## src/design/lsps_pkg.sv

```systemverilog
// ----------------------------------------------------------------------------
// lsps_pkg
// shared types and constants for the led strip pattern sequencer
// ----------------------------------------------------------------------------
package lsps_pkg;

  localparam int RGB_W  = 24;
  localparam int MODE_W = 3;
  localparam int PIX_W  = 6;

  typedef logic [RGB_W-1:0]  rgb_t;
  typedef logic [MODE_W-1:0] mode_t;
  typedef logic [PIX_W-1:0]  pix_idx_t;

  localparam mode_t MODE_BLANK   = 3'd0;
  localparam mode_t MODE_SOLID   = 3'd1;
  localparam mode_t MODE_RUN_FWD = 3'd2;
  localparam mode_t MODE_RUN_REV = 3'd3;
  localparam mode_t MODE_BOUNCE  = 3'd4;
  localparam mode_t MODE_NONE    = 3'd7;

  localparam rgb_t RGB_BLACK = 24'h000000;

  // register select, taken from address bit 2
  localparam logic REG_MODE  = 1'b0;
  localparam logic REG_COLOR = 1'b1;

  typedef enum logic [1:0] {
    CELL_HOLD,
    CELL_LOAD,
    CELL_UP,
    CELL_DOWN
  } cell_op_t;

  typedef struct packed {
    cell_op_t op;
  } cell_ctl_t;

endpackage

```

## src/design/lsps_if.sv

```systemverilog
// ----------------------------------------------------------------------------
// lsps_if
// valid/ready channels for tick input and pixel output beats
// ----------------------------------------------------------------------------
interface lsps_in_if;
  logic valid;
  logic ready;
  logic advance;

  modport source (output valid, output advance, input ready);
  modport sink (input valid, input advance, output ready);
endinterface

interface lsps_out_if;
  logic              valid;
  logic              ready;
  lsps_pkg::pix_idx_t pixel_index;
  lsps_pkg::rgb_t     pixel_rgb;
  logic              last_pixel;

  modport source (output valid, output pixel_index, output pixel_rgb,
                  output last_pixel, input ready);
  modport sink (input valid, input pixel_index, input pixel_rgb,
                input last_pixel, output ready);
endinterface

```

## src/design/led_strip_pattern_sequencer_unit.sv

```systemverilog
// ----------------------------------------------------------------------------
// led_strip_pattern_sequencer_unit
// led strip animation: a ring of pixel cells stepped and streamed out
// ----------------------------------------------------------------------------
// streaming: a taken tick moves the FSM to ST_EMIT, then each emit registers the
//   pixel in cell 0 into the output register while the ring rotates one pixel per cycle
//   past cell 0, except while the output stalls; a tick is taken only in ST_IDLE
// reset: strip black, no mode applied, cylon moving forward, registers zero
// ----------------------------------------------------------------------------
module led_strip_pattern_sequencer_unit #(
  parameter int NUM_PIXELS = 16
) (
  input  logic        clk,
  input  logic        rst_n,
  lsps_in_if.sink     in_bus,
  lsps_out_if.source  out_bus,
  input  logic        cfg_psel,
  input  logic        cfg_penable,
  input  logic        cfg_pwrite,
  input  logic [2:0]  cfg_paddr,
  input  logic [31:0] cfg_pwdata,
  output logic [31:0] cfg_prdata,
  output logic        cfg_pready
);

  localparam int IDX_W = $clog2(NUM_PIXELS);

  typedef enum logic {
    ST_IDLE,
    ST_EMIT
  } state_t;

  state_t                  state_r;
  logic [IDX_W-1:0]        cnt_r;
  logic                    out_valid_r;
  lsps_pkg::pix_idx_t      out_idx_r;
  lsps_pkg::rgb_t          out_rgb_r;
  logic                    out_last_r;

  lsps_pkg::mode_t         mode_r;
  lsps_pkg::rgb_t          color_r;
  lsps_pkg::mode_t         applied_mode_r;
  lsps_pkg::mode_t         applied_mode_nxt;
  logic                    bounce_r;
  logic                    bounce_nxt;

  lsps_pkg::rgb_t          pix   [NUM_PIXELS];
  lsps_pkg::rgb_t          fill_rgb;
  logic                    seed_en;
  logic [IDX_W-1:0]        seed_idx;
  lsps_pkg::cell_ctl_t     ctl;
  lsps_pkg::cell_op_t      step_op;

  logic                    tick_go;
  logic                    emit_go;
  logic                    entry;
  logic                    cfg_wr;

  // configuration port
  assign cfg_pready = 1'b1;
  assign cfg_wr     = cfg_psel & cfg_penable & cfg_pwrite;

  always_ff @(posedge clk) begin
    if (!rst_n) begin
      mode_r  <= lsps_pkg::MODE_BLANK;
      color_r <= lsps_pkg::RGB_BLACK;
    end else if (cfg_wr) begin
      unique case (cfg_paddr[2])
        lsps_pkg::REG_MODE:  mode_r  <= cfg_pwdata[lsps_pkg::MODE_W-1:0];
        lsps_pkg::REG_COLOR: color_r <= cfg_pwdata[lsps_pkg::RGB_W-1:0];
        default:             mode_r  <= mode_r;
      endcase
    end
  end

  always_comb begin
    unique case (cfg_paddr[2])
      lsps_pkg::REG_MODE:  cfg_prdata = 32'(mode_r);
      lsps_pkg::REG_COLOR: cfg_prdata = 32'(color_r);
      default:             cfg_prdata = 32'd0;
    endcase
  end

  // handshakes
  assign in_bus.ready = (state_r == ST_IDLE);
  assign tick_go      = in_bus.valid & in_bus.ready;
  assign emit_go      = (state_r == ST_EMIT) & (~out_valid_r | out_bus.ready);

  // animation step decode
  assign entry = (applied_mode_r != mode_r);

  always_comb begin
    step_op          = lsps_pkg::CELL_HOLD;
    fill_rgb         = lsps_pkg::RGB_BLACK;
    seed_en          = 1'b0;
    seed_idx         = '0;
    applied_mode_nxt = mode_r;
    bounce_nxt       = bounce_r;
    unique case (mode_r)
      lsps_pkg::MODE_BLANK: begin
        if (entry) step_op = lsps_pkg::CELL_LOAD;
      end
      lsps_pkg::MODE_SOLID: begin
        if (entry) begin
          step_op  = lsps_pkg::CELL_LOAD;
          fill_rgb = color_r;
        end
      end
      lsps_pkg::MODE_RUN_FWD: begin
        if (entry) begin
          step_op = lsps_pkg::CELL_LOAD;
          seed_en = 1'b1;
        end else begin
          step_op = lsps_pkg::CELL_UP;
        end
      end
      lsps_pkg::MODE_RUN_REV: begin
        if (entry) begin
          step_op  = lsps_pkg::CELL_LOAD;
          seed_en  = 1'b1;
          seed_idx = IDX_W'(NUM_PIXELS - 1);
        end else begin
          step_op = lsps_pkg::CELL_DOWN;
        end
      end
      lsps_pkg::MODE_BOUNCE: begin
        if (entry) begin
          step_op    = lsps_pkg::CELL_LOAD;
          seed_en    = 1'b1;
          bounce_nxt = 1'b0;
        end else if (!bounce_r) begin
          if (pix[NUM_PIXELS-1] == color_r) bounce_nxt = 1'b1;
          else                              step_op    = lsps_pkg::CELL_UP;
        end else begin
          if (pix[0] == color_r) bounce_nxt = 1'b0;
          else                   step_op    = lsps_pkg::CELL_DOWN;
        end
      end
      default: begin
        applied_mode_nxt = applied_mode_r;
      end
    endcase
  end

  always_comb begin
    if (emit_go) begin
      ctl.op = lsps_pkg::CELL_DOWN;
    end else if (tick_go && in_bus.advance) begin
      ctl.op = step_op;
    end else begin
      ctl.op = lsps_pkg::CELL_HOLD;
    end
  end

  // ring of pixel cells
  for (genvar g = 0; g < NUM_PIXELS; g++) begin : g_cell
    lsps_pkg::rgb_t load_d;
    assign load_d = (seed_en && seed_idx == IDX_W'(g)) ? color_r : fill_rgb;

    lsps_cell u_cell (
      .clk     (clk),
      .rst_n   (rst_n),
      .ctl     (ctl),
      .load_d  (load_d),
      .from_lo (pix[(g + NUM_PIXELS - 1) % NUM_PIXELS]),
      .from_hi (pix[(g + 1) % NUM_PIXELS]),
      .pix_q   (pix[g])
    );
  end

  // control and output register
  always_ff @(posedge clk) begin
    if (!rst_n) begin
      state_r        <= ST_IDLE;
      cnt_r          <= '0;
      out_valid_r    <= 1'b0;
      applied_mode_r <= lsps_pkg::MODE_NONE;
      bounce_r       <= 1'b0;
    end else begin
      if (emit_go) begin
        out_valid_r <= 1'b1;
      end else if (out_bus.ready) begin
        out_valid_r <= 1'b0;
      end
      unique case (state_r)
        ST_IDLE: begin
          if (tick_go) begin
            if (in_bus.advance) begin
              applied_mode_r <= applied_mode_nxt;
              bounce_r       <= bounce_nxt;
            end
            cnt_r   <= '0;
            state_r <= ST_EMIT;
          end
        end
        ST_EMIT: begin
          if (emit_go) begin
            out_idx_r   <= lsps_pkg::PIX_W'(cnt_r);
            out_rgb_r   <= pix[0];
            out_last_r  <= (cnt_r == IDX_W'(NUM_PIXELS - 1));
            cnt_r       <= cnt_r + IDX_W'(1);
            if (cnt_r == IDX_W'(NUM_PIXELS - 1)) state_r <= ST_IDLE;
          end
        end
        default: state_r <= ST_IDLE;
      endcase
    end
  end

  assign out_bus.valid       = out_valid_r;
  assign out_bus.pixel_index = out_idx_r;
  assign out_bus.pixel_rgb   = out_rgb_r;
  assign out_bus.last_pixel  = out_last_r;

  // checks
  a_last_idx: assert property (@(posedge clk) disable iff (!rst_n)
    (out_valid_r && out_last_r) |-> (out_idx_r == lsps_pkg::PIX_W'(NUM_PIXELS - 1)))
    else $error("last pixel flag on wrong index");

  a_tick_emit: assert property (@(posedge clk) disable iff (!rst_n)
    tick_go |=> (state_r == ST_EMIT && cnt_r == '0))
    else $error("tick did not start streaming");

  a_applied: assert property (@(posedge clk) disable iff (!rst_n)
    (applied_mode_r <= lsps_pkg::MODE_BOUNCE) || (applied_mode_r == lsps_pkg::MODE_NONE))
    else $error("unused mode applied");

endmodule

```

## src/design/lsps_cell.sv

```systemverilog
// ----------------------------------------------------------------------------
// lsps_cell
// one pixel of the strip; loads, holds or takes a neighbor's pixel
// ----------------------------------------------------------------------------
module lsps_cell (
  input  logic                clk,
  input  logic                rst_n,
  input  lsps_pkg::cell_ctl_t ctl,
  input  lsps_pkg::rgb_t      load_d,
  input  lsps_pkg::rgb_t      from_lo,
  input  lsps_pkg::rgb_t      from_hi,
  output lsps_pkg::rgb_t      pix_q
);

  lsps_pkg::rgb_t pix_r;
  lsps_pkg::rgb_t pix_nxt;

  always_comb begin
    unique case (ctl.op)
      lsps_pkg::CELL_HOLD: pix_nxt = pix_r;
      lsps_pkg::CELL_LOAD: pix_nxt = load_d;
      lsps_pkg::CELL_UP:   pix_nxt = from_lo;
      lsps_pkg::CELL_DOWN: pix_nxt = from_hi;
      default:             pix_nxt = pix_r;
    endcase
  end

  always_ff @(posedge clk) begin
    if (!rst_n) begin
      pix_r <= lsps_pkg::RGB_BLACK;
    end else begin
      pix_r <= pix_nxt;
    end
  end

  assign pix_q = pix_r;

endmodule

```

## src/flat_wrapper.sv

```systemverilog
// flat-port wrapper written by rule: the top's interface ports become plain ports
module led_strip_pattern_sequencer_unit_flat 
#(
  parameter int NUM_PIXELS = 16
)
  (clk, rst_n, cfg_psel, cfg_penable, cfg_pwrite, cfg_paddr, cfg_pwdata, cfg_prdata, cfg_pready, in_bus_valid, in_bus_advance, in_bus_ready, out_bus_valid, out_bus_pixel_index, out_bus_pixel_rgb, out_bus_last_pixel, out_bus_ready);
  lsps_in_if in_bus_i ();
  lsps_out_if out_bus_i ();
  input  logic clk;
  input  logic rst_n;
  input  logic cfg_psel;
  input  logic cfg_penable;
  input  logic cfg_pwrite;
  input  logic [2:0] cfg_paddr;
  input  logic [31:0] cfg_pwdata;
  output logic [31:0] cfg_prdata;
  output logic cfg_pready;
  input wire logic [$bits(in_bus_i.valid)-1:0] in_bus_valid;
  input wire logic [$bits(in_bus_i.advance)-1:0] in_bus_advance;
  output wire logic [$bits(in_bus_i.ready)-1:0] in_bus_ready;
  output wire logic [$bits(out_bus_i.valid)-1:0] out_bus_valid;
  output wire logic [$bits(out_bus_i.pixel_index)-1:0] out_bus_pixel_index;
  output wire logic [$bits(out_bus_i.pixel_rgb)-1:0] out_bus_pixel_rgb;
  output wire logic [$bits(out_bus_i.last_pixel)-1:0] out_bus_last_pixel;
  input wire logic [$bits(out_bus_i.ready)-1:0] out_bus_ready;
  assign in_bus_i.valid = in_bus_valid;
  assign in_bus_i.advance = in_bus_advance;
  assign in_bus_ready = in_bus_i.ready;
  assign out_bus_valid = out_bus_i.valid;
  assign out_bus_pixel_index = out_bus_i.pixel_index;
  assign out_bus_pixel_rgb = out_bus_i.pixel_rgb;
  assign out_bus_last_pixel = out_bus_i.last_pixel;
  assign out_bus_i.ready = out_bus_ready;
  led_strip_pattern_sequencer_unit #(.NUM_PIXELS(NUM_PIXELS)) u_core (.clk(clk), .rst_n(rst_n), .in_bus(in_bus_i), .out_bus(out_bus_i), .cfg_psel(cfg_psel), .cfg_penable(cfg_penable), .cfg_pwrite(cfg_pwrite), .cfg_paddr(cfg_paddr), .cfg_pwdata(cfg_pwdata), .cfg_prdata(cfg_prdata), .cfg_pready(cfg_pready));
endmodule
```

## config.mk

```make
export PLATFORM = sky130hd
export DESIGN_NAME = led_strip_pattern_sequencer_unit_flat
export DESIGN_NICKNAME = d
export VERILOG_FILES = /design/src/design/lsps_pkg.sv /design/src/design/lsps_if.sv /design/src/design/led_strip_pattern_sequencer_unit.sv /design/src/design/lsps_cell.sv /design/src/flat_wrapper.sv
export SDC_FILE = /design/constraint.sdc
export NUM_CORES = 1
export LEC_CHECK = 0
export BUFFER_PORTS_ARGS = -buffer_cell sky130_fd_sc_hd__buf_2
export CAP_MARGIN = 0
export CORE_ASPECT_RATIO = 1.5
export CORE_UTILIZATION = 40
export DETAILED_ROUTE_END_ITERATION = 6
export GPL_TIMING_DRIVEN = 0
export PLACE_DENSITY = 0.55
export SLEW_MARGIN = 10
export SYNTH_ARGS = -nofsm -noshare
export SYNTH_HDL_FRONTEND = slang
export SYNTH_SLANG_ARGS = --single-unit
export TNS_END_PERCENT = 20
```

## constraint.sdc

```tcl
create_clock -name clk -period 8.8 [get_ports clk]
set_clock_uncertainty 0.2 [all_clocks]
set_input_delay 2.2 -clock clk [delete_from_list [all_inputs] [get_ports clk]]
set_output_delay 2.2 -clock clk [all_outputs]
set_load 0.03 [all_outputs]
```

# After elaboration in Yosys (flattened, before gate mapping)
# Cells that the tools add are included.
dict set report classes {
  n_lt_le_gt_ge 0
  addsub 1
  mux 62
  n_eq_ne 28
  mul 0
  n_bitwise 8
  div_mod_pow 0
  n_reduce_logical 30
  shift 0
}
# op n
set op_table {}
lappend op_table {{$pmux W24 S3} 16}
lappend op_table {{$mux W24} 18}
lappend op_table {{$pmux W32 S2} 1}
lappend op_table {{$eq A24 B24 Y1} 2}
lappend op_table {{$eq A4 B4 Y1 const B} 9}
lappend op_table {{$logic_and A1 B1 Y1} 17}
lappend op_table {{$eq A4 B3 Y1 const B} 4}
lappend op_table {{$mux W2} 8}
lappend op_table {{$mux W4} 4}
lappend op_table {{$mux W1} 12}
lappend op_table {{$eq A4 B2 Y1 const B} 2}
lappend op_table {{$pmux W2 S4} 1}
lappend op_table {{$pmux W4 S2} 1}
lappend op_table {{$reduce_and A4 Y1} 2}
lappend op_table {{$eq A3 B2 Y1 const B} 2}
lappend op_table {{$reduce_and A2 Y1} 3}
lappend op_table {{$reduce_or A5 Y1} 1}
lappend op_table {{$add A4 B1 Y4 const B} 1}
lappend op_table {{$and A1 B1 Y1} 4}
lappend op_table {{$eq A2 B2 Y1 const B} 2}
lappend op_table {{$eq A4 B1 Y1 const B} 1}
lappend op_table {{$logic_not A4 Y1} 1}
lappend op_table {{$ne A2 B2 Y1 const B} 2}
lappend op_table {{$eq A3 B1 Y1 const B} 1}
lappend op_table {{other kinds (12)} 14}
dict set report totals {
  reg_bits 450
  ramBits 0
  memories 0
  out_inout_bits 66
  in_bits 43
  wordCells 155
  latch_bits 0
  mem_bits_ro 0
}

# Longest topological paths before layout
dict set report depth {
  depth_word 9
  ltp_mapped 12
  mapped_depth_nobuf 7
}

# Modules after synthesis
# From an unflattened synthesis, not the netlist that was laid out.
dict set report unflattened {
  cells_unflattened 2152
  area_unflattened_um2 23336.1
}
# mod instances cells_per_inst area_per_inst_um2
set modules_own_cells {}
lappend modules_own_cells {lsps_cell 16 109 1228.7}
lappend modules_own_cells {led_strip_pattern_sequencer_unit 1 408 3677.3}

# Worst setup path after synthesis
# OpenSTA, ideal clock, no wires.
dict set report synth_timing {
  path_kind {input port to output port}
  start {input port cfg_paddr[2]}
  end {output port cfg_prdata[10]}
  setup_slack_ns 3.432
  arrival_time_ns 2.968
  n_path_buf 2
  cell_stages 3
  path_cell_list {clkbuf_1 clkbuf_1 and2_1}
}
dict set report synth_via {
  elab_chain_len 2
}
# element line_no
set synth_rtl {}
lappend synth_rtl {{from (decl)} flat_wrapper.sv:14} ;# input logic [2:0] cfg_paddr;
lappend synth_rtl {{$not A1 Y1} led_strip_pattern_sequencer_unit.sv:77} ;# unique case (cfg_paddr[2])
lappend synth_rtl {{$pmux W32 S2 *} led_strip_pattern_sequencer_unit.sv:77}
lappend synth_rtl {{to (decl)} flat_wrapper.sv:16} ;# output logic [31:0] cfg_prdata;
# Every way passes the cells marked *; elsewhere a longest branch is shown, timed or not. The select of a mux whose other input is x is not followed.

# Worst setup path after layout
dict set report layout_timing {
  start {input port cfg_paddr[2]}
  end {output port cfg_prdata[21]}
}
# The elaborated chain is that of the path after synthesis.

==> metrics <==
layout cells sized above 1 12.0%; CTS clk-pin slew, worst paths 0.06 ns; initial detailed-routing violation count 2069; clk buf depth 3; Residual DRC 0; unrepaired setup endpoints after global routing false; GRT overflow 0; critical path's most frequent cell clkbuf_1; peak supply drop 0.124 mV; CP required 6.40 ns; initial antenna violation count 0; Sw Ratio 31.4%; peak per-stage delay on the critical path 0.42 ns; clock network fraction of total power 39.3%; Yosys reg bits 450; fin crit period 5.69 ns; IO Count 109; Slowest-stage cell, CP clkbuf_1; crit path kind primary input to output pin; CTS Buf Count 46; leakage power 8.51 nW; DRT Pass-1 Iters 6; Max-slew headroom 12.1%; vias post-DR 21.2k; Int Pwr 3.64 mW; Final Slew Violations 0; IO Port Bufs 85; n_diodes 0; Pwr Density 220 mW/mm^2; status completed; Mapped Area 0.0213 mm^2; Buffers & Inverters on Critical Path 3; global-route wire length before repair 141000 um; Total Wirelength 97700 um; top post-synthesis cells by area dfxtp_1, a32oi_1, o31ai_1, a21oi_1, edfxtp_1; Final Setup Violations 0; Synth Instances 2277; Placed Instances 3053; total number of yosys warnings 0; Post-Route Setup TNS 0 ns; Flop pwr share 46.5%; die area 0.0542 mm^2; post-synth top area share 39.6%; DRT antenna net count 0; Worst Tran Pin Value 1.31 ns; Max-cap violations 0; H-tree depth 2; Yosys cell types 52; WP data arrival 3.29 ns; DR vias/cell 6.76; clk_lat worst skew 0.59 ns; Placer Congestion 1.03; CTS tree built; Yosys top cell by area dfxtp_1; number of synthesized flops with an enable pin 29; Hold Buf Count CTS 0; clk sinks 450; Die H 285 um; Hold Path Class flop to flop; Starting Density 40.5%; sw power 1.67 mW; crit start category primary input; DP HPWL 73700 um; Fin. Hold Viols 0; Avg Cell Area, Syn 9.35 um^2; nets@finish 2463; CP Capture Type output pin; largest net degree at the start of global routing 30; post_cts resized 0; Die W 190 um; Non-Filler Instances 3138; FP Rows 103; Crit Path Max Fanout 10; wire per inst 31.1 um; # fillers 5108; period utilization 64.7%; Post-CTS Setup Inserts 0; Comb pwr share 14.2%; CP delay by family, top buffers and inverters; Total GRT Usage 35.3%; Fmax 0.176 GHz; area grow syn2layout 13.5%; fin util 46.0%; root buffer cell clkbuf_16; post-synthesis sequential area ratio 43.7%; worst path cell trace clkbuf_1 > clkbuf_1 > and2_1 > buf_2; total power 5.31 mW; number of global-route vias before repair 20.6k; area of the core 0.0526 mm^2; Synth Flop Type dfxtp_1; Async SR Flop Fraction 0%
[power groups by stage]
stage,registers [mW],clock network (mW),logic (mW)
4_1_cts,2.45,2.10,0.737
5_1_grt,2.47,2.18,0.806
3_5_place_dp,2.49,0,0.736
3_3_place_gp,2.49,0,0.723
6_report,2.47,2.09,0.755
2_1_floorplan,2.37,0,0.482
[logic make-up after synthesis]
logic type / share of synthesized area [%]
compound gates: 41.0
flops: 43.7
buf+inv: 8.16
simple gates: 4.54
xor+xnor: 2.22
mux: 0.300
other cells: 0.0353
fa+ha+maj: 0.0588
[Yosys cell counts (5+ instances only)]
cell       instances
dfxtp_1          421
o31ai_1          385
a21oi_1          338
a32oi_1          336
clkbuf_1         186
buf_2             80
nand2_1           60
nand3_1           53
xor2_1            51
a22oi_1           48
a31oi_1           48
buf_6             36
buf_1             32
edfxtp_1          29
a21boi_0          28
and2_1            25
a2bb2oi_1         24
buf_4             14
nor2_1            10
nor4_1             9
o21ai_0            8
nor3_1             5
[final cells by class]
type                    count  area (um^2)  share of cell area (%)
inverters                   2         7.51                  0.0311
well taps                 682          853                    3.53
repair buffers             85          425                    1.76
plain buffers             348         1730                    7.15
flip-flops and latches    450         9300                    38.5
clock buffers              68         1370                    5.65
clock inverters            17          204                   0.844
multi-input cells        1486        10300                    42.6
[path summary, 6_finish.rpt]
| check | slack [ns] | endpoint | depth (start not counted) | startpoint |
|---|---|---|---|---|
| setup / recovery | 3.11 | cfg_prdata[21] | 4 | cfg_paddr[2] |
| hold reg to reg | 0.28 | u_core.out_bus.pixel_index[3]$_DFFE_PP_ | 0 | u_core.cnt_r[3]$_SDFFE_PN0P_ |
| setup reg to reg | 4.09 | u_core.g_cell[11].u_cell.pix_q[16]$_SDFFE_PN0P_ | 10 | u_core.color_r[14]$_SDFFE_PN0P_ |
| hold / removal | 0.28 | u_core.out_bus.pixel_index[3]$_DFFE_PP_ | 0 | u_core.cnt_r[3]$_SDFFE_PN0P_ |
[metal layers]
metal	part of all wire (%)	vias up	global-route usage [%]
met5	0	-	0
met3	6.3	360	5.10
met1	36	10200	38.6
met4	11	0	32.9
met2	47	1121	58.3
li1	-	9499	-
[placed cells by master (no fill, tap or decap), types with 3 or more instances in the layout]
master     instances
o21ai_0            8
nor3_1             5
clkbuf_16         48
a21oi_1          338
xor2_1            51
nor2b_1            4
conb_1            11
nor2_1            10
dfxtp_1          421
nor4_1             9
and2_1            25
clkbuf_8           9
nand2_1           60
mux2_2             3
clkbuf_1         197
a21boi_0          28
mux2i_1            3
a31oi_1           48
buf_2            165
nand3_1           53
xnor2_1            3
nand2b_1           3
nand4_1            4
buf_1             32
bufinv_16          4
a22oi_1           48
a32oi_1          336
buf_6             36
o31ai_1          385
buf_4             14
a2bb2oi_1         24
clkinv_2           8
edfxtp_1          29
[state kept, by name (all words and copies together), names as in the netlist]
register,cells
u_core.out_bus.last_pixel,1
u_core.bounce_r,1
u_core.cnt_r,4
u_core.state_r,1
u_core.applied_mode_r,3
u_core.mode_r,3
u_core.g_cell.u_cell.pix_q,384
u_core.color_r,24
u_core.out_bus.pixel_index,4
u_core.out_bus.pixel_rgb,24
u_core.out_bus.valid,1
[stage by stage]
step                area, um^2  setup slack (ns)  hold slack, ns
finish                   24200              3.11           0.282
floorplan                21300              3.43           0.242
global route             24200              2.98           0.300
CTS                      24200              3.08           0.281
global placement         22600              2.96           0.259
detailed placement       22600              2.94           0.262
(Power assumes the default switching activity.)
